--- src/rtl/core/text_cursor_glyph_lcd_writer_defines.svh ---
`ifndef TEXT_CURSOR_GLYPH_LCD_WRITER_DEFINES_SVH
`define TEXT_CURSOR_GLYPH_LCD_WRITER_DEFINES_SVH

// same-cycle implication, disabled in reset
`define TCGL_ASSERT_NOW(label, clk, rst, ante, cons) \
  label: assert property (@(posedge clk) disable iff (rst) (ante) |-> (cons)) \
    else $error("tcgl assertion failed");

// next-cycle implication, disabled in reset
`define TCGL_ASSERT_NEXT(label, clk, rst, ante, cons) \
  label: assert property (@(posedge clk) disable iff (rst) (ante) |=> (cons)) \
    else $error("tcgl assertion failed");

`endif

--- src/rtl/core/tcgl_pkg.sv ---
package tcgl_pkg;

  typedef enum logic [1:0] {
    OP_WRITE      = 2'd0,
    OP_BACKSPACE  = 2'd1,
    OP_SET_CURSOR = 2'd2,
    OP_WRITE_AT   = 2'd3
  } op_t;

  typedef struct packed {
    op_t        operation;
    logic [7:0] char_code;
    logic [3:0] cursor_col;
    logic [1:0] cursor_row;
    logic [2:0] page;
    logic [6:0] column;
  } in_item_t;

  typedef struct packed {
    logic [7:0] out_byte;
    logic       is_data;
    logic       last;
  } out_item_t;

  typedef struct packed {
    logic [3:0] glyph;
    logic [2:0] page;
    logic [6:0] column;
  } job_t;

  typedef struct packed {
    logic       hit;
    logic [3:0] idx;
  } glyph_hit_t;

  localparam logic [7:0] CMD_PAGE     = 8'hB0;
  localparam logic [7:0] CMD_COL_HIGH = 8'h10;
  localparam logic [7:0] CMD_COL_LOW  = 8'h00;

  localparam logic [7:0] CHAR_ZERO  = 8'h30;
  localparam logic [7:0] CHAR_NINE  = 8'h39;
  localparam logic [7:0] CHAR_STAR  = 8'h2A;
  localparam logic [7:0] CHAR_HASH  = 8'h23;
  localparam logic [7:0] CHAR_SPACE = 8'h20;
  localparam logic [7:0] CHAR_DOT   = 8'h2E;

  localparam logic [3:0] GLYPH_STAR  = 4'd10;
  localparam logic [3:0] GLYPH_HASH  = 4'd11;
  localparam logic [3:0] GLYPH_SPACE = 4'd12;
  localparam logic [3:0] GLYPH_DOT   = 4'd13;

  localparam logic [3:0] LAST_COL = 4'd15;

  // beat positions inside one 22-beat run
  localparam logic [4:0] CMD_LEN  = 5'd3;
  localparam logic [4:0] HALF_LEN = 5'd11;
  localparam logic [4:0] RUN_LEN  = 5'd22;

  localparam logic [7:0] GLYPH_ROM [224] = '{
    8'h00,8'h00,8'hE0,8'h0F,8'h10,8'h10,8'h08,8'h20,
    8'h08,8'h20,8'h10,8'h10,8'hE0,8'h0F,8'h00,8'h00,
    8'h00,8'h00,8'h10,8'h20,8'h10,8'h20,8'hF8,8'h3F,
    8'h00,8'h20,8'h00,8'h20,8'h00,8'h00,8'h00,8'h00,
    8'h00,8'h00,8'h70,8'h30,8'h08,8'h28,8'h08,8'h24,
    8'h08,8'h22,8'h88,8'h21,8'h70,8'h30,8'h00,8'h00,
    8'h00,8'h00,8'h30,8'h18,8'h08,8'h20,8'h88,8'h20,
    8'h88,8'h20,8'h48,8'h11,8'h30,8'h0E,8'h00,8'h00,
    8'h00,8'h00,8'h00,8'h07,8'hC0,8'h04,8'h20,8'h24,
    8'h10,8'h24,8'hF8,8'h3F,8'h00,8'h24,8'h00,8'h00,
    8'h00,8'h00,8'hF8,8'h19,8'h08,8'h21,8'h88,8'h20,
    8'h88,8'h20,8'h08,8'h11,8'h08,8'h0E,8'h00,8'h00,
    8'h00,8'h00,8'hE0,8'h0F,8'h10,8'h11,8'h88,8'h20,
    8'h88,8'h20,8'h18,8'h11,8'h00,8'h0E,8'h00,8'h00,
    8'h00,8'h00,8'h38,8'h00,8'h08,8'h00,8'h08,8'h3F,
    8'hC8,8'h00,8'h38,8'h00,8'h08,8'h00,8'h00,8'h00,
    8'h00,8'h00,8'h70,8'h1C,8'h88,8'h22,8'h08,8'h21,
    8'h08,8'h21,8'h88,8'h22,8'h70,8'h1C,8'h00,8'h00,
    8'h00,8'h00,8'hE0,8'h00,8'h10,8'h31,8'h08,8'h22,
    8'h08,8'h22,8'h10,8'h11,8'hE0,8'h0F,8'h00,8'h00,
    8'h40,8'h02,8'h40,8'h02,8'h80,8'h01,8'hF0,8'h0F,
    8'h80,8'h01,8'h40,8'h02,8'h40,8'h02,8'h00,8'h00,
    8'h40,8'h04,8'hC0,8'h3F,8'h78,8'h04,8'h40,8'h04,
    8'hC0,8'h3F,8'h78,8'h04,8'h40,8'h04,8'h00,8'h00,
    8'h00,8'h00,8'h00,8'h00,8'h00,8'h00,8'h00,8'h00,
    8'h00,8'h00,8'h00,8'h00,8'h00,8'h00,8'h00,8'h00,
    8'h00,8'h00,8'h00,8'h30,8'h00,8'h30,8'h00,8'h00,
    8'h00,8'h00,8'h00,8'h00,8'h00,8'h00,8'h00,8'h00
  };

  function automatic glyph_hit_t glyph_lookup(input logic [7:0] code);
    glyph_hit_t r;
    logic [7:0] diff;
    diff  = code - CHAR_ZERO;
    r.hit = 1'b1;
    r.idx = diff[3:0];
    case (code) inside
      [CHAR_ZERO:CHAR_NINE]: r.idx = diff[3:0];
      CHAR_STAR:             r.idx = GLYPH_STAR;
      CHAR_HASH:             r.idx = GLYPH_HASH;
      CHAR_SPACE:            r.idx = GLYPH_SPACE;
      CHAR_DOT:              r.idx = GLYPH_DOT;
      default: begin
        r.hit = 1'b0;
        r.idx = '0;
      end
    endcase
    return r;
  endfunction

endpackage

--- src/rtl/core/tcgl_front.sv ---
module tcgl_front (
  input  logic               clk,
  input  logic               rst,
  input  logic               in_valid,
  output logic               in_stall,
  input  tcgl_pkg::in_item_t in_item,
  input  logic               full,
  output logic               push,
  output tcgl_pkg::job_t     push_job
);
  import tcgl_pkg::*;

  logic [3:0] text_col, text_col_next;
  logic [1:0] text_row, text_row_next;
  logic [3:0] bs_col;
  logic [1:0] bs_row;
  logic       accept;
  logic       draw;
  glyph_hit_t hit;

  assign in_stall = full;
  assign accept   = in_valid && !full;
  assign push     = accept && draw;
  assign hit      = glyph_lookup(in_item.char_code);

  always_comb begin
    bs_col = text_col;
    bs_row = text_row;
    if (text_col != '0) begin
      bs_col = text_col - 4'd1;
    end else if (text_row != '0) begin
      bs_col = LAST_COL;
      bs_row = text_row - 2'd1;
    end
  end

  always_comb begin
    text_col_next   = text_col;
    text_row_next   = text_row;
    draw            = 1'b0;
    push_job.glyph  = hit.idx;
    push_job.page   = {text_row, 1'b0};
    push_job.column = {text_col, 3'b000};
    case (in_item.operation)
      OP_WRITE: begin
        draw          = hit.hit;
        text_col_next = text_col + 4'd1;
        if (text_col == LAST_COL) begin
          text_row_next = text_row + 2'd1;
        end
      end
      OP_BACKSPACE: begin
        draw            = 1'b1;
        text_col_next   = bs_col;
        text_row_next   = bs_row;
        push_job.glyph  = GLYPH_SPACE;
        push_job.page   = {bs_row, 1'b0};
        push_job.column = {bs_col, 3'b000};
      end
      OP_SET_CURSOR: begin
        text_col_next = in_item.cursor_col;
        text_row_next = in_item.cursor_row;
      end
      OP_WRITE_AT: begin
        draw            = hit.hit;
        push_job.page   = in_item.page;
        push_job.column = in_item.column;
      end
      default: begin
        draw = 1'b0;
      end
    endcase
  end

  always_ff @(posedge clk) begin
    if (rst) begin
      text_col <= '0;
      text_row <= '0;
    end else if (accept) begin
      text_col <= text_col_next;
      text_row <= text_row_next;
    end
  end

endmodule

--- src/rtl/core/tcgl_queue.sv ---
module tcgl_queue #(
  parameter int DEPTH = 2
) (
  input  logic           clk,
  input  logic           rst,
  input  logic           push,
  input  tcgl_pkg::job_t push_job,
  output logic           full,
  input  logic           pop,
  output logic           head_valid,
  output tcgl_pkg::job_t head_job,
  output logic [$clog2(DEPTH+1)-1:0] count
);
  import tcgl_pkg::*;

  localparam int AW = (DEPTH > 1) ? $clog2(DEPTH) : 1;
  localparam int CW = $clog2(DEPTH+1);

  job_t          mem [DEPTH];
  logic [AW-1:0] wr_ptr;
  logic [AW-1:0] rd_ptr;

  assign full       = count == CW'(DEPTH);
  assign head_valid = count != '0;
  assign head_job   = mem[rd_ptr];

  always_ff @(posedge clk) begin
    if (push) begin
      mem[wr_ptr] <= push_job;
    end
  end

  always_ff @(posedge clk) begin
    if (rst) begin
      wr_ptr <= '0;
      rd_ptr <= '0;
      count  <= '0;
    end else begin
      if (push) begin
        wr_ptr <= (wr_ptr == AW'(DEPTH-1)) ? '0 : wr_ptr + AW'(1);
      end
      if (pop) begin
        rd_ptr <= (rd_ptr == AW'(DEPTH-1)) ? '0 : rd_ptr + AW'(1);
      end
      if (push && !pop) begin
        count <= count + CW'(1);
      end else if (pop && !push) begin
        count <= count - CW'(1);
      end
    end
  end

endmodule

--- src/rtl/core/tcgl_back.sv ---
module tcgl_back (
  input  logic                clk,
  input  logic                rst,
  input  logic                head_valid,
  input  tcgl_pkg::job_t      head_job,
  output logic                pop,
  output logic                out_valid,
  input  logic                out_stall,
  output tcgl_pkg::out_item_t out_item
);
  import tcgl_pkg::*;

  logic [4:0] beat;
  logic       advance;
  logic       last_beat;
  logic [4:0] off;
  logic [3:0] rom_k;
  out_item_t  item_next;

  assign advance   = head_valid && (!out_valid || !out_stall);
  assign last_beat = beat == RUN_LEN - 5'd1;
  assign pop       = advance && last_beat;

  always_comb begin
    off   = beat - CMD_LEN;
    rom_k = {off[2:0], 1'b0};
    if (beat >= HALF_LEN) begin
      off   = beat - HALF_LEN - CMD_LEN;
      rom_k = {off[2:0], 1'b1};
    end
  end

  always_comb begin
    item_next.last    = last_beat;
    item_next.is_data = 1'b1;
    item_next.out_byte = GLYPH_ROM[{head_job.glyph, rom_k}];
    case (beat) inside
      5'd0: begin
        item_next.is_data  = 1'b0;
        item_next.out_byte = CMD_PAGE + 8'(head_job.page);
      end
      HALF_LEN: begin
        item_next.is_data  = 1'b0;
        item_next.out_byte = CMD_PAGE + 8'(head_job.page) + 8'd1;
      end
      5'd1, HALF_LEN + 5'd1: begin
        item_next.is_data  = 1'b0;
        item_next.out_byte = CMD_COL_HIGH + 8'(head_job.column[6:4]);
      end
      5'd2, HALF_LEN + 5'd2: begin
        item_next.is_data  = 1'b0;
        item_next.out_byte = CMD_COL_LOW + 8'(head_job.column[3:0]);
      end
      default: begin
        item_next.is_data = 1'b1;
      end
    endcase
  end

  always_ff @(posedge clk) begin
    if (advance) begin
      out_item <= item_next;
    end
  end

  always_ff @(posedge clk) begin
    if (rst) begin
      beat      <= '0;
      out_valid <= 1'b0;
    end else begin
      if (advance) begin
        beat      <= last_beat ? '0 : beat + 5'd1;
        out_valid <= 1'b1;
      end else if (!out_stall) begin
        out_valid <= 1'b0;
      end
    end
  end

endmodule

--- src/rtl/core/text_cursor_glyph_lcd_writer.sv ---
// Text writer for a page-addressed monochrome LCD: each in beat is one text operation,
// each out beat one controller byte (is_data drives A0). A drawn character gives 22
// beats, one per cycle from the byte sequencer while out_stall is low; set-cursor and
// unsupported characters give no out beats. The decoder updates the 16x4 cursor at
// accept and hands glyph jobs to the sequencer through a QUEUE_DEPTH-entry queue;
// in_stall is high while it is full.
module text_cursor_glyph_lcd_writer #(
  parameter int QUEUE_DEPTH = 2
) (
  input  logic                clk,
  input  logic                rst,
  input  logic                in_valid,
  output logic                in_stall,
  input  tcgl_pkg::in_item_t  in_item,
  output logic                out_valid,
  input  logic                out_stall,
  output tcgl_pkg::out_item_t out_item
);
  import tcgl_pkg::*;
  `include "text_cursor_glyph_lcd_writer_defines.svh"

  localparam int CW = $clog2(QUEUE_DEPTH+1);

  logic          push;
  job_t          push_job;
  logic          full;
  logic          pop;
  logic          head_valid;
  job_t          head_job;
  logic [CW-1:0] count;

  tcgl_front u_front (
    .clk      (clk),
    .rst      (rst),
    .in_valid (in_valid),
    .in_stall (in_stall),
    .in_item  (in_item),
    .full     (full),
    .push     (push),
    .push_job (push_job)
  );

  tcgl_queue #(
    .DEPTH (QUEUE_DEPTH)
  ) u_queue (
    .clk        (clk),
    .rst        (rst),
    .push       (push),
    .push_job   (push_job),
    .full       (full),
    .pop        (pop),
    .head_valid (head_valid),
    .head_job   (head_job),
    .count      (count)
  );

  tcgl_back u_back (
    .clk        (clk),
    .rst        (rst),
    .head_valid (head_valid),
    .head_job   (head_job),
    .pop        (pop),
    .out_valid  (out_valid),
    .out_stall  (out_stall),
    .out_item   (out_item)
  );

  `TCGL_ASSERT_NOW(a_last_is_data, clk, rst, out_valid && out_item.last, out_item.is_data)
  `TCGL_ASSERT_NOW(a_no_push_when_full, clk, rst, full, !push)
  `TCGL_ASSERT_NOW(a_count_bound, clk, rst, 1'b1, count <= CW'(QUEUE_DEPTH))
  `TCGL_ASSERT_NEXT(a_pop_then_cmd, clk, rst, pop, !head_valid || !out_valid || out_item.last)

endmodule
--- config.mk ---
export PLATFORM = sky130hd
export DESIGN_NAME = text_cursor_glyph_lcd_writer
export DESIGN_NICKNAME = d
export VERILOG_FILES = /design/src/rtl/core/tcgl_pkg.sv /design/src/rtl/core/tcgl_front.sv /design/src/rtl/core/tcgl_queue.sv /design/src/rtl/core/tcgl_back.sv /design/src/rtl/core/text_cursor_glyph_lcd_writer.sv
export VERILOG_INCLUDE_DIRS = /design/src /design/src/rtl/core
export SDC_FILE = /design/constraint.sdc
export NUM_CORES = 1
export LEC_CHECK = 0
export ABC_AREA = 1
export ABC_CLOCK_PERIOD_IN_PS = 2700
export BUFFER_PORTS_ARGS = -buffer_cell sky130_fd_sc_hd__buf_2
export CORE_ASPECT_RATIO = 0.8
export CORE_MARGIN = 2
export CORE_UTILIZATION = 30
export DETAILED_ROUTE_END_ITERATION = 8
export MAX_ROUTING_LAYER = met4
export SKIP_CTS_REPAIR_TIMING = 1
export SYNTH_ARGS = -nofsm -noshare
export SYNTH_HDL_FRONTEND = slang
export SYNTH_HIERARCHICAL = 1
export SYNTH_SLANG_ARGS = --single-unit
--- constraint.sdc ---
create_clock -name clk -period 2.7 [get_ports clk]
set_input_delay 0.54 -clock clk [delete_from_list [all_inputs] [get_ports clk]]
set_output_delay 0.54 -clock clk [all_outputs]
set_load 0.01 [all_outputs]
# After elaboration in Yosys (flattened, before gate mapping)
# Memories as Yosys holds them, arrays and structs flattened. A register that Yosys moved wholly into a read port is not among the register bits.
# Cells that the tools add are included.
# op_classes
n_addsub	16
muxes	39
n_eq_ne	17
n_reduce_logical	26
n_lt_le_gt_ge	4
n_bitwise	1
# ops
cell	n
8-bit two-way mux	6
4-bit two-way mux	9
8-bit by 6-bit equality test with 1-bit output (second input constant)	4
10-bit case mux with 2 select lines	1
5-bit by 4-bit equality test with 1-bit output (second input constant)	3
1-bit two-way mux	14
4-bit case mux with 3 select lines	1
2-bit two-way mux	5
9-bit >= comparator (second input constant)	1
8-bit NOT with 9-bit output	1
3-bit by 2-bit subtractor with 3-bit output (second input constant)	3
8-bit by 1-bit adder with 8-bit output (second input constant)	1
8-bit by 3-bit adder with 8-bit output (first input constant)	1
8-bit by 6-bit >= comparator with 1-bit output (second input constant)	1
8-bit by 6-bit <= comparator with 1-bit output (second input constant)	1
4-bit by 1-bit subtractor with 4-bit output (second input constant)	2
1-bit logical AND	7
5-bit by 3-bit adder with 6-bit output (first input constant)	1
2-bit equality test (second input constant)	3
2-bit case mux with 3 select lines	1
2-bit nonzero test	3
2-bit OR reduction	3
5-bit by 1-bit adder with 5-bit output (second input constant)	1
5-bit by 1-bit equality test with 1-bit output (second input constant)	1
21 further kinds	29
# word_totals
register_bits	26
mem_count	2
ram_bits	28
wordCells	115
rom_bits	2048
out_inout_bits	12
in_bits	30
# mem_list
name	depth	word_bits	read_ports	rd_ports_with_merged_regs	write_ports	line	source
(no name shown)	256	8	1	0	0	tcgl_back.sv:36	item_next.out_byte = GLYPH_ROM[{head_job.glyph, rom_k}];
u_queue.mem	2	14	1	1	1	tcgl_queue.sv:19	job_t mem [DEPTH];

# Longest topological paths before layout
# Gate-level depths: netlist of run 1.
# logic_depth
depth_word	12
depth_mapped	22
ltp_nobuf	22

# Hierarchy
# The synthesis of run 1 kept the hierarchy.
# by_module_without_submodules
mod	seq_area_each_um2	instances	cells_each	area_per_inst_um2
tcgl_back	420.4	1	441	2621.3
tcgl_queue	940.9	1	76	1236.2
tcgl_front	120.1	1	170	944.7

# Worst setup path after synthesis of run 1
# Ideal clock, no wire load.
# synth_path
path_type	register to register
from	reg u_back.beat[1]
to	reg, netlist name u_back/out_item[9]
path_stages_with_launch	20
path_buffers	0
required_ns	2.443
t_arrival_ns	2.273
slack_ns	0.170
path_cell_list	dfxtp_1 -> ha_1 -> inv_1 -> nor2_1 -> nand2_2 -> nand3_4 -> inv_1 -> ha_1 -> inv_1 -> nor2_4 -> inv_1 -> nand2_1 -> nand2_2 -> inv_1 -> o21ai_1 -> nand2_1 -> nand3_1 -> nand3_1 -> nand3_1 -> nand2_1
# synth_via
elab_chain_cells	11
word_cells_on_any_way	21
# synth_rtl
item	line	source
from (decl)	tcgl_back.sv:13	logic [4:0] beat;
from (signal assigned)	tcgl_back.sv:72	beat <= last_beat ? '0 : beat + 5'd1;
3-bit by 2-bit subtractor with 3-bit output	tcgl_back.sv:25, tcgl_back.sv:28	
3-bit by 2-bit subtractor with 3-bit output	tcgl_back.sv:28	off = beat - HALF_LEN - CMD_LEN;
4-bit two-way mux	tcgl_back.sv:27	if (beat >= HALF_LEN) begin
8-bit NOT with 9-bit output (not written as such)	tcgl_back.sv:36	
memory 256 x 8 bit	-	
8-bit two-way mux (not written as such) (2 in a row)	tcgl_back.sv:36	
8-bit two-way mux (3 in a row)	tcgl_back.sv:37	case (beat) inside
8-bit two-way mux (*)	tcgl_back.sv:37	
# Mark *: on every way between the ends. The rest lies on a longest branch, timed or not. The select of a mux whose other input is x is not followed.
# A chain may end at the register's enable or synchronous reset.

# Worst setup path after layout of run 1
# layout_path
from	reg u_back.beat[0]
to	reg, netlist name u_back/out_item[6]
# layout_via
elab_chain_cells	11
word_cells_on_any_way	21
# layout_rtl
item	line
3-bit by 2-bit subtractor with 3-bit output	tcgl_back.sv:25, tcgl_back.sv:28
3-bit by 2-bit subtractor with 3-bit output	tcgl_back.sv:28
4-bit two-way mux	tcgl_back.sv:27
8-bit NOT with 9-bit output (not written as such)	tcgl_back.sv:36
memory 256 x 8 bit	-
8-bit two-way mux (not written as such) (2 in a row)	tcgl_back.sv:36
8-bit two-way mux (3 in a row)	tcgl_back.sv:37
8-bit two-way mux (*)	tcgl_back.sv:37
# Marked as above.

==> impl_summary.md, run 1 <==
Timing
The part of the cycle the worst path needs is 92.6%. The top achievable clock speed is approximately 0.40 GHz. For the final database, setup skew stands at 0.0106 ns. Setup repair after global routing could not meet its margin everywhere.

The setup TNS is 0 ns. The worst path needs 2.50 ns of the cycle, external delays included. The slew at the pin closest to its max-slew limit is 0.622 ns. Measured against its own limit, the worst slew margin works out to 58.5%. The number of pins exceeding their max-slew limit in the final report was 0. The number of hold violations in the final report is 0. The final count of negative-setup-slack endpoints is 0.

Setup path
In this run the critical register-to-register path is launched from u_back/beat[0]$_SDFFE_PP0P_. The capturing point of the worst reg2reg path is u_back/out_item[6]$_SDFFCE_PP1P_. By startpoint and endpoint, the worst setup path is classified as register to register.

In this run the worst path has a maximum fanout of 6. In this run the register-to-register setup slack is 0.20 ns. The endpoint of the most critical setup path is u_back/out_item[6]$_SDFFCE_PP1P_.

Measured in cells, the most critical reg-to-reg path has a length of 18. The worst setup path startpoint is u_back/beat[0]$_SDFFE_PP0P_. STA classifies the critical path endpoint as a register.

STA puts the critical path data arrival time at 2.54 ns. The kind of start point of the critical path is a register. The required time at the worst-slack endpoint is about 2.7 ns.

Logic synthesis
The post-synthesis register bit count is 55. The cell count after synthesis came out at 687. The sequential cell area fraction in the yosys report is 30.8%. For this run, the number of Yosys warnings is 6. The count of cell types in the netlist is 52. The synthesized netlist occupies a cell area of ~4800 µm². The number of nets handed over by synthesis was 742. A synthesized cell averages 6.99 µm².

Clocking
After clock tree synthesis, the clock-pin slew on the worst setup and hold paths is 0.07 ns. The number of H-tree branching levels is 2. The tree built by TritonCTS fans out to 55 sinks. In this run the deepest clock path goes through 2 buffers.

The clock reaches the later pin of the worst-skew pair after 0.30 ns. The cell sitting at the root of the clock tree is a clkbuf_16. The CTS buffer count is 5.

The TritonCTS clock tree is built.

Detailed routing
Using the TritonRoute via totals, the vias-per-cell ratio works out to 4.79. The number of optimization iterations in the first detailed-route pass is 5. The final antenna-violating net count is 0. The initial DRC count is 481. The average wire per standard cell is 13.7 µm. The final routed wirelength across all metal layers is approximately 13000 µm.

The detailed router placed 4721 vias in this run. The detailed-route DRC error count is 0.

GRT
Entering global routing, the biggest net connects 23 pins. The first-pass GRT wire length is 21800 µm. The global-route track usage on met2 is 23.5%.

The met3 usage in global routing is 3.26%. The via count of the first global-routing pass is 4274. The aggregate global-route resource usage is around 16%.

The total grt overflow is 0. The number of antenna violations at the first check in global routing was 0. The routing usage on met1 is 23.7%.

met1 is the most crowded layer.

Floorplanning
The initial utilization of the core area, before any placement, comes to 30.6%. The overall die area is between 15000 and 20000 µm². The vertical extent of the die is 117 µm. Row generation in the floorplan step produced 41 rows. 42 I/O pins were placed.

The core area is 15700 µm². The die span in x is 145 µm.

Status
The flow ran to the end, and the final reports show no timing, DRC or antenna violations.

Finish
The fraction of the core area covered by cells at the end of the flow is 37.0%. The area overhead of the layout relative to synthesis is 20.9%. Cells with a size suffix above 1 make up between 20% and 30% of the layout.

The number of antenna cells inserted is 0. Summing all flip-flop and latch instances after layout gives 1480 µm². The combined area of the multi-input logic cells is 2900 µm². With fillers left out, the area of the finished cells amounts to 5810 µm².

At the end of the flow, the number of nets in the layout was 825. The number of filler instances in the final layout is 1730.

Job
The max-capacitance violation count is 0.

Place
The number of I/O port buffers is 41. Summing all placed instances gives a cell area of 5440 µm². The HPWL after detailed placement is 10300 µm. The final weighted congestion in routability-driven placement is 0.950.

Worst hold path
The type of the most critical hold path is register to register. The instance count along the most critical hold path is 2.

Power
The leakage power of the design is 0.00283 µW. The power density over the cells is 404 nW/µm². The worst IR drop on VDD is 0.379 mV.
cells by family after synthesis:
group           after synthesis  share of synthesized area, %
xor+xnor                      4                         0.730
simple gates                374                          35.8
mux                          14                          3.28
fa+ha+maj                    25                          6.51
buf+inv                     109                          9.87
compound gates              106                          12.9
flops                        55                          30.8
where the power goes:
| group | internal, µW | switching, µW |
|---|---|---|
| clock | 442 | 299 |
| sequential | 946 | 24.1 |
| combinational | 240 | 397 |
area by class of cell:
cell class,count,area share [%]
repair buffers,95,11.0
clock buffers,6,2.22
flip-flops and latches,55,25.5
inverters,90,6.08
clock inverters,2,0.668
well taps,215,4.63
multi-input cells,523,49.9
per-layer routing:
metal,vias up,part of all wire (%)
met4,0,0.83
met1,2105,50
met2,170,41
li1,2432,-
met5,-,0
met3,14,7.8
sequential cells by signal, indices dropped and copies added, names as in the netlist, 2 cells and up, named ones only:
register	count
u_front/text_col	4
u_front/text_row	2
u_back/beat	5
u_back/out_item	10
u_queue/count	2
u_queue/mem	28
metrics by stage:
step	hold WS, ns	cells	worst slack, ns	total power [µW]
2_1_floorplan	0.481	687	0.170	1410
3_3_place_gp	0.470	962	0.0884	1600
3_5_place_dp	0.482	962	0.0501	1600
4_1_cts	0.498	970	0.0319	2350
5_1_grt	0.525	986	-0.0143	2490
6_report	0.493	986	0.200	2350
Yosys cell counts, drive strengths merged:
| cell type | number | area [µm²] |
|---|---|---|
| buf | 14 | 113 |
| a211oi | 1 | 7.51 |
| a21oi | 46 | 253 |
| edfxtp | 38 | 1140 |
| ha | 25 | 313 |
| clkinv | 3 | 11.3 |
| nor4 | 4 | 25.0 |
| o21ai | 40 | 215 |
| o211ai | 4 | 35.0 |
| o2111ai | 1 | 8.76 |
| a32oi | 1 | 8.76 |
| dfxtp | 17 | 340 |
| nor3b | 1 | 7.51 |
| nand2 | 226 | 948 |
| a31oi | 3 | 18.8 |
| and3 | 1 | 6.26 |
| o31ai | 1 | 7.51 |
| xor2 | 2 | 17.5 |
| mux2 | 14 | 158 |
| clkbuf | 5 | 18.8 |
| nor3 | 3 | 15.0 |
| o21bai | 1 | 7.51 |
| or2 | 2 | 12.5 |
| o22ai | 1 | 6.26 |
| a21o | 2 | 15.0 |
| inv | 87 | 332 |
| nor2 | 59 | 244 |
| nand4 | 8 | 71.3 |
| xnor2 | 2 | 17.5 |
| nand3 | 68 | 375 |
| nand3b | 2 | 15.0 |
| a22oi | 5 | 37.5 |
critical path: stages, from the launching register on:
cell and delay (ns):
dfxtp_1 0.37, ha_2 0.19, inv_1 0.06, nor2_1 0.11, nand2_2 0.11, nand3_4 0.16, inv_2 0.07, ha_2 0.19
inv_1 0.11, nor2_4 0.07, buf_12 0.12, o21ai_1 0.15, nand2_1 0.11, nand3_1 0.10, nand3_1 0.08, nand3_1 0.09
nand2_1 0.05, nand2_1 0.05, nand3_1 0.05
worst min-delay path by stage:
stage | to | start | slack, ns
floorplan | register | u_queue/rd_ptr$_SDFFE_PP0P_ | 0.48
global placement | u_back/out_valid$_SDFFE_PP0P_ | u_back/out_valid$_SDFFE_PP0P_ | 0.47
detailed placement | u_back/out_valid$_SDFFE_PP0P_ | u_back/out_valid$_SDFFE_PP0P_ | 0.48
CTS | u_back/out_valid$_SDFFE_PP0P_ | u_back/out_valid$_SDFFE_PP0P_ | 0.50
global route | u_back/out_valid$_SDFFE_PP0P_ | u_back/out_valid$_SDFFE_PP0P_ | 0.53
finish | u_back/out_valid$_SDFFE_PP0P_ | u_back/out_valid$_SDFFE_PP0P_ | 0.49
cell usage in the layout, fill, tap and decap left out, drive strengths merged, types with 2 or more instances in the layout:
cell type | netlist | routed
buf | 14 | 94
a21o | 2 | 2
o21ai | 40 | 40
nand2 | 226 | 226
xor2 | 2 | 2
mux2 | 14 | 14
nand3 | 68 | 68
a31oi | 3 | 3
clkinv | 3 | 4
a22oi | 5 | 5
a21oi | 46 | 46
ha | 25 | 25
nor2 | 59 | 59
clkbuf | 5 | 7
nor3 | 3 | 3
nand4 | 8 | 8
edfxtp | 38 | 38
xnor2 | 2 | 2
nand3b | 2 | 2
o211ai | 4 | 4
dfxtp | 17 | 17
or2 | 2 | 2
inv | 87 | 87
nor4 | 4 | 4
Power figures use the tool's default switching activity.
==> inputs of run 2 (changes only) <==
ABC_CLOCK_PERIOD_IN_PS = 2100   (was 2700)
clock period = 2.1 ns   (was 2.7 ns; I/O delays follow)
==> impl_summary.md, run 2 (synthesis results as in run 1) <==
Detailed routing
The average wire per standard cell was 13.6 µm (was 13.7 µm). The initial DRC count is 403 (was 481). The met1 layer wirelength in the final routing is 7380 µm (was 6740 µm). The detailed-route DRC error count is 0 (unchanged). The final antenna-violating net count is 0 (unchanged). The routed length on met2 is 5930 µm (was 5550 µm). The average vias per placed instance came to 4.79 (about the same).

The final routed wirelength across all metal layers was 14100 µm (was 13500 µm). The number of optimization iterations in the first detailed-route pass is 5 (unchanged). The total vias in the final route is 4980 (was 4721).

The uppermost metal layer occupied by signal nets is met4 (unchanged). The length of routed met3 wiring is 700 µm (was 1060 µm).

Floorplanning
The number of standard-cell rows in the floorplan came to 41 (unchanged). The overall die area is 17000 µm² (unchanged). The core area is 15700 µm² (unchanged).

The die span in x is 145 µm (unchanged). The number of I/O pins is 42 (unchanged). The initial core utilization is 30.6% (unchanged). The vertical extent of the die is 117 µm (unchanged).

GRT
The via count of the first global-routing pass is 4402 (was 4274). The total grt overflow is 0 (unchanged). The number of antenna violations at the first check in global routing is 0 (unchanged).

The first-pass GRT wire length came to 22200 µm (was 21800 µm). The aggregate global-route resource usage was 16.7% (was 16.3%). The maximum number of pins on one net before global-route repair was 20 (was 23).

Clocking
The TritonCTS clock tree is built (unchanged). The number of H-tree branching levels came to 2 (unchanged). The root buffer selected by CTS is clkbuf_16 (unchanged).

The clock-pin slew reported for the worst setup and hold paths after clock tree synthesis is 0.08 ns (was 0.07 ns). The maximum root-to-sink buffer count is 2 (unchanged). The CTS buffer count is 5 (unchanged). The sink count of the clock tree is 55 (unchanged). The clock latency on the worst-skew pair is 0.30 ns (about the same).

Place
The number of I/O port buffers came to 41 (unchanged). The final weighted congestion in routability-driven placement is 0.997 (was 0.950). The half-perimeter wire length of the detailed placement result is 10800 µm (was 10300 µm).

Setup path
The largest driver fanout on the critical path is 8 (was 6). The critical path capture point type is a register (unchanged). The number of cells on the worst reg-to-reg path is 17 (was 18). The kind of start point of the critical path is a register (unchanged). The required time at the worst-slack endpoint is 2.13 ns (was 2.74 ns).

The slack of the worst reg-to-reg path is -0.38 ns (was 0.20 ns). The worst endpoint data arrival time was 2.50 ns (was 2.54 ns). The critical setup path kind is register to register (unchanged).

Finish
The number of antenna cells inserted came to 0 (unchanged). The area overhead of the layout relative to synthesis came to 36.1% (was 20.9%). The most common cell after layout, fill and taps aside is nand2_1 (unchanged). The largest register by flop count is u_queue/mem (unchanged).

Most frequent cells in the layout: nand2_1, buf_4, inv_1, nand3_1, nor2_1 (was nand2_1, inv_1, nand3_1, nor2_1, buf_4). The final net count is 879 (was 825). The fraction of the core area covered by cells at the end of the flow is 41.6% (was 37.0%).

Biggest regs: u_queue/mem: 28 flops, u_back/out_item: 10 flops, u_back/beat: 5 flops (unchanged). The flip-flop count of the largest register, all copies and words added is 28 (unchanged). The fraction of layout cells with a size suffix above 1 came to 33.1% (was 23.2%).

Timing
The number of hold violations in the final report is 0 (unchanged). The worst setup skew after layout was 0.0130 ns (was 0.0106 ns). The part of the cycle the worst path needs is 118% (was 92.6%). The worst hold margin came to 0.402 ns (was 0.493 ns). The time the final worst path needs with I/O delays and setup is 2.48 ns (was 2.50 ns).

Unrepaired setup endpoints after global routing: true (unchanged). The setup slack of the critical path after layout is -0.376 ns (was 0.200 ns). The top achievable clock speed came to 0.404 GHz (was 0.400 GHz). The final count of negative-setup-slack endpoints is 8 (was 0). The tightest slew margin relative to the limit came to 58.1% (was 58.5%). The number of pins exceeding their max-slew limit in the final report is 0 (unchanged). The slew at the pin closest to its max-slew limit is 0.627 ns (was 0.622 ns).

Status
The checks that failed: setup timing. Run status: finished, violations left (was finished clean).

Job
The max-capacitance violation count is 0 (unchanged).

Power
The power density over the cells is 461 nW/µm² (was 404 nW/µm²). The worst IR drop on VDD came to 0.444 mV (was 0.379 mV). The leakage power of the design came to 0.00318 µW (was 0.00283 µW).

Worst hold path
The type of the most critical hold path is input pin to register (was register to register). The instance count along the most critical hold path is 3 (was 2).
==> run 2: cell count changes in the layout (fill, tap and decap cells not counted), sizes merged <==
cell | previous run | this run
clkbuf | 7 | 6
nand3 | 68 | 69
bufinv | 1 | 0
buf | 94 | 147
clkinvlp | 0 | 2
==> run 2: stage by stage <==
step | TNS [ns] | power (µW) | setup WS, ns | cell area (µm²) | instances
2_1_floorplan | -1.49 | 1820 | -0.201 | 4860 | 687
3_3_place_gp | -2.73 | 2110 | -0.392 | 5920 | 1012
3_5_place_dp | -3.04 | 2110 | -0.432 | 5920 | 1012
4_1_cts | -3.14 | 2970 | -0.444 | 6070 | 1020
5_1_grt | -3.99 | 3200 | -0.522 | 6530 | 1040
6_report | -2.58 | 3010 | -0.376 | 6530 | 1040
==> run 2: worst paths after layout <==
path | startpoint | end
worst max register to register | u_back/beat[1]$_SDFFE_PP0P_ | u_back/out_item[7]$_SDFFCE_PP1P_
worst min-delay path | out_stall | u_back/out_valid$_SDFFE_PP0P_
worst min register to register | u_back/out_valid$_SDFFE_PP0P_ | u_back/out_valid$_SDFFE_PP0P_
worst max-delay path | u_back/beat[1]$_SDFFE_PP0P_ | u_back/out_item[7]$_SDFFCE_PP1P_
==> run 2: per-layer routing <==
metal	global-route usage, %	up-vias
met5	-	-
li1	-	2544
met4	2.55	0
met1	24.4	2288
met2	24.3	129
met3	3.14	19
==> run 2: power by group <==
part	total (µW)	leakage, µW	internal, µW	switching (µW)
combinational	922	0.00262	372	550
sequential	1250	0.000491	1210	31.7
clock	847	0.0000708	451	395
total	3010	0.00318	2040	978
==> run 2: cell type report <==
type | instances | area [µm²]
Multi-Input combinational cell | 524 | 3140
Timing Repair Buffer | 148 | 1110
Inverter | 90 | 369
Fill cell | 1645 | 9160
Sequential cell | 55 | 1490
Clock buffer | 5 | 125
Tap cell | 215 | 269
Clock inverter | 3 | 25.0
==> run 2: critical path, cell delays in order, from the launching register on <==
cell and delay [ns]:
dfxtp_4 0.37, ha_4 0.15, inv_1 0.08, nor2_2 0.05
nand2_4 0.11, nand3_4 0.18, nand2_4 0.17, nand2_8 0.11
buf_12 0.16, nand2_4 0.06, inv_4 0.05, nand2_4 0.07
and3_4 0.18, o21ai_1 0.07, nand2_1 0.07, nand2_1 0.08
a21oi_2 0.14, o21ai_1 0.09
==> inputs of run 3 (changes only) <==
CELL_PAD_IN_SITES_DETAIL_PLACEMENT = 2   (was default)
CELL_PAD_IN_SITES_GLOBAL_PLACEMENT = 2   (was default)
PLACE_DENSITY_LB_ADDON = 0.1   (was default)
==> impl_summary.md, run 3 (synthesis results as in run 1) <==
Floorplanning
The core area is 15700 µm² (unchanged). The number of standard-cell rows in the floorplan is 41 (unchanged). The die span in x is 145 µm (unchanged). The vertical extent of the die is 117 µm (unchanged). The initial core utilization came to 30.6% (unchanged). The overall die area is 17000 µm² (unchanged).

The number of I/O pins is 42 (unchanged).

Setup path
The slack of the worst reg-to-reg path is -0.48 ns (was -0.38 ns). The critical setup path kind is register to register (unchanged). The worst endpoint data arrival time is 2.63 ns (was 2.50 ns). The critical register-to-register path startpoint is u_back/beat[1]$_SDFFE_PP0P_ (unchanged).

The kind of start point of the critical path is a register (unchanged). The worst setup path startpoint was u_back/beat[1]$_SDFFE_PP0P_ (unchanged). The largest driver fanout on the critical path is 7 (was 8). The critical path capture point type is a register (unchanged). The number of cells on the worst reg-to-reg path was 18 (was 17). The required time at the worst-slack endpoint is 2.15 ns (was 2.13 ns).

The capturing point of the worst reg2reg path is u_back/out_item[7]$_SDFFCE_PP1P_ (unchanged).

Worst hold path
The instance count along the most critical hold path is 3 (unchanged). The hold path startpoint was in_item[1] (was out_stall). The type of the most critical hold path is input pin to register (unchanged). The endpoint of the worst hold-timing path is u_queue/mem[1][1]$_DFFE_PP_ (was u_back/out_valid$_SDFFE_PP0P_).

Detailed routing
The initial DRC count was 225 (was 403). The average vias per placed instance is 5.08 (was 4.79). The detailed-route DRC error count is 0 (unchanged).

The final antenna-violating net count is 0 (unchanged). The average wire per standard cell came to 19.6 µm (was 13.6 µm). The total vias in the final route is 5328 (was 4980). The number of optimization iterations in the first detailed-route pass is 4 (was 5). The final routed wirelength across all metal layers is 20500 µm (was 14100 µm).

Finish
The most common cell after layout, fill and taps aside is nand2_1 (unchanged). The area overhead of the layout relative to synthesis came to 41.1% (was 36.1%). The flip-flop count of the largest register, all copies and words added is 28 (unchanged). Biggest regs: u_queue/mem: 28 flops, u_back/out_item: 10 flops, u_back/beat: 5 flops (unchanged).

The fraction of layout cells with a size suffix above 1 came to 36.2% (was 33.1%). The number of antenna cells inserted is 0 (unchanged). The number of filler instances in the final layout came to 1815 (was 1645). Most frequent cells in the layout: nand2_1, buf_4, inv_1, nand3_1, nor2_1 (unchanged).

The final net count is 888 (was 879). The largest register by flop count was u_queue/mem (unchanged).

Timing
Unrepaired setup endpoints after global routing: true (unchanged). The setup slack of the critical path after layout was -0.477 ns (was -0.376 ns). The top achievable clock speed is 0.388 GHz (was 0.404 GHz). The final count of negative-setup-slack endpoints is 9 (was 8). The slew at the pin closest to its max-slew limit is 0.416 ns (was 0.627 ns).

The part of the cycle the worst path needs is 123% (was 118%). The tightest slew margin relative to the limit is 72.1% (was 58.1%). The time the final worst path needs with I/O delays and setup was 2.58 ns (was 2.48 ns). The number of hold violations in the final report is 0 (unchanged). The worst setup skew after layout is 0.0137 ns (was 0.0130 ns). The number of pins exceeding their max-slew limit in the final report came to 0 (unchanged). The worst hold margin is 0.383 ns (was 0.402 ns).

Clocking
The CTS buffer count is 5 (unchanged). The TritonCTS clock tree was built (unchanged). The maximum root-to-sink buffer count is 2 (unchanged). The root buffer selected by CTS is clkbuf_16 (unchanged). The clock-pin slew reported for the worst setup and hold paths after clock tree synthesis was 0.08 ns (about the same). The clock latency on the worst-skew pair is 0.31 ns (was 0.30 ns).

The sink count of the clock tree is 55 (unchanged). The number of H-tree branching levels is 2 (unchanged).

GRT
The total grt overflow is 0 (unchanged). The aggregate global-route resource usage came to 23.7% (was 16.7%). The via count of the first global-routing pass is 5680 (was 4402).

The first-pass GRT wire length is 30600 µm (was 22200 µm). The maximum number of pins on one net before global-route repair is 24 (was 20). The number of antenna violations at the first check in global routing is 0 (unchanged).

Power
The leakage power of the design is 0.00321 µW (was 0.00318 µW). The post-layout total power is 3130 µW (was 3010 µW). The power density over the cells is 461 nW/µm² (about the same).

The worst IR drop on VDD came to 0.306 mV (was 0.444 mV).

Status
Failing checks: setup timing (unchanged). Run status: finished, violations left (unchanged).

Place
The final weighted congestion in routability-driven placement came to 0.885 (was 0.997). The half-perimeter wire length of the detailed placement result was 15500 µm (was 10800 µm). The number of I/O port buffers is 41 (unchanged).

Job
The max-capacitance violation count is 0 (unchanged).
-- run 3: cell types whose count changed in the layout (fill, tap and decap cells not counted), moves of 5 or more --
cell | before | now
buf_6 | 5 | 13
nand2_2 | 18 | 26
buf_12 | 5 | 10
buf_4 | 95 | 90
nand2_1 | 195 | 190
nor2_1 | 50 | 45
-- run 3: cell type report --
type / count / area (µm²) / area share (%)
multi-input cells: 524 / 3230 / 47.6
flip-flops and latches: 55 / 1490 / 22.0
repair buffers: 156 / 1260 / 18.6
inverters: 90 / 374 / 5.52
well taps: 215 / 269 / 3.97
clock buffers: 5 / 125 / 1.85
clock inverters: 3 / 23.8 / 0.351
repair inverters: 1 / 8.76 / 0.129
-- run 3: through the flow --
step	std cells	cell area [µm²]	util [%]	worst slack, ns	TNS (ns)
floorplan	687	4860	-	-0.201	-1.49
global route	1049	6780	43.2	-0.640	-5.13
CTS	1022	6080	38.7	-0.618	-5.00
global placement	1014	5930	37.8	-0.468	-3.63
detailed placement	1014	5930	37.8	-0.603	-6.09
finish	1049	6780	43.2	-0.477	-3.42
-- run 3: report_power, final --
part / switching (µW) / internal, µW / leakage (µW) / total [µW]
clock network: 428 / 448 / 0.0000664 / 875
logic: 626 / 376 / 0.00265 / 1000
registers: 34.7 / 1210 / 0.000491 / 1250
-- run 3: layer usage --
metal / track usage [%] / routed length (µm) / vias to the layer above / part of all wire (%)
met1: 30.7 / 9440 / 2648 / 46
met4: 2.94 / 202 / 0 / 0.98
met5: - / 0 / - / 0
met3: 2.75 / 698 / 17 / 3.4
li1: - / - / 2560 / -
met2: 41.4 / 10200 / 103 / 50
-- run 3: worst max-delay path, cell delays in order (launching register included) --
cell	delay, ns
dfxtp_4	0.41
ha_4	0.16
inv_4	0.04
nor2_4	0.12
nand2_4	0.07
nand3_4	0.16
buf_12	0.14
nand2_8	0.07
buf_4	0.16
o21ai_2	0.18
buf_6	0.16
nand2_2	0.09
o21ai_2	0.08
nand2_2	0.09
nand2_1	0.06
nand2_1	0.08
nand2_1	0.08
a21o_1	0.11
o21ai_1	0.07
-- run 3: how the worst max path moves through the flow --
stage | endpoint | slack (ns)
global placement | u_back/out_item[7]$_SDFFCE_PP1P_ | -0.47
finish | u_back/out_item[7]$_SDFFCE_PP1P_ | -0.48
global route | u_back/out_item[4]$_DFFE_PP_ | -0.64
detailed placement | u_back/out_item[5]$_SDFFCE_PP0P_ | -0.60
CTS | u_back/out_item[5]$_SDFFCE_PP0P_ | -0.62
floorplan | u_back/out_item[9]$_SDFFCE_PP1P_ | -0.20
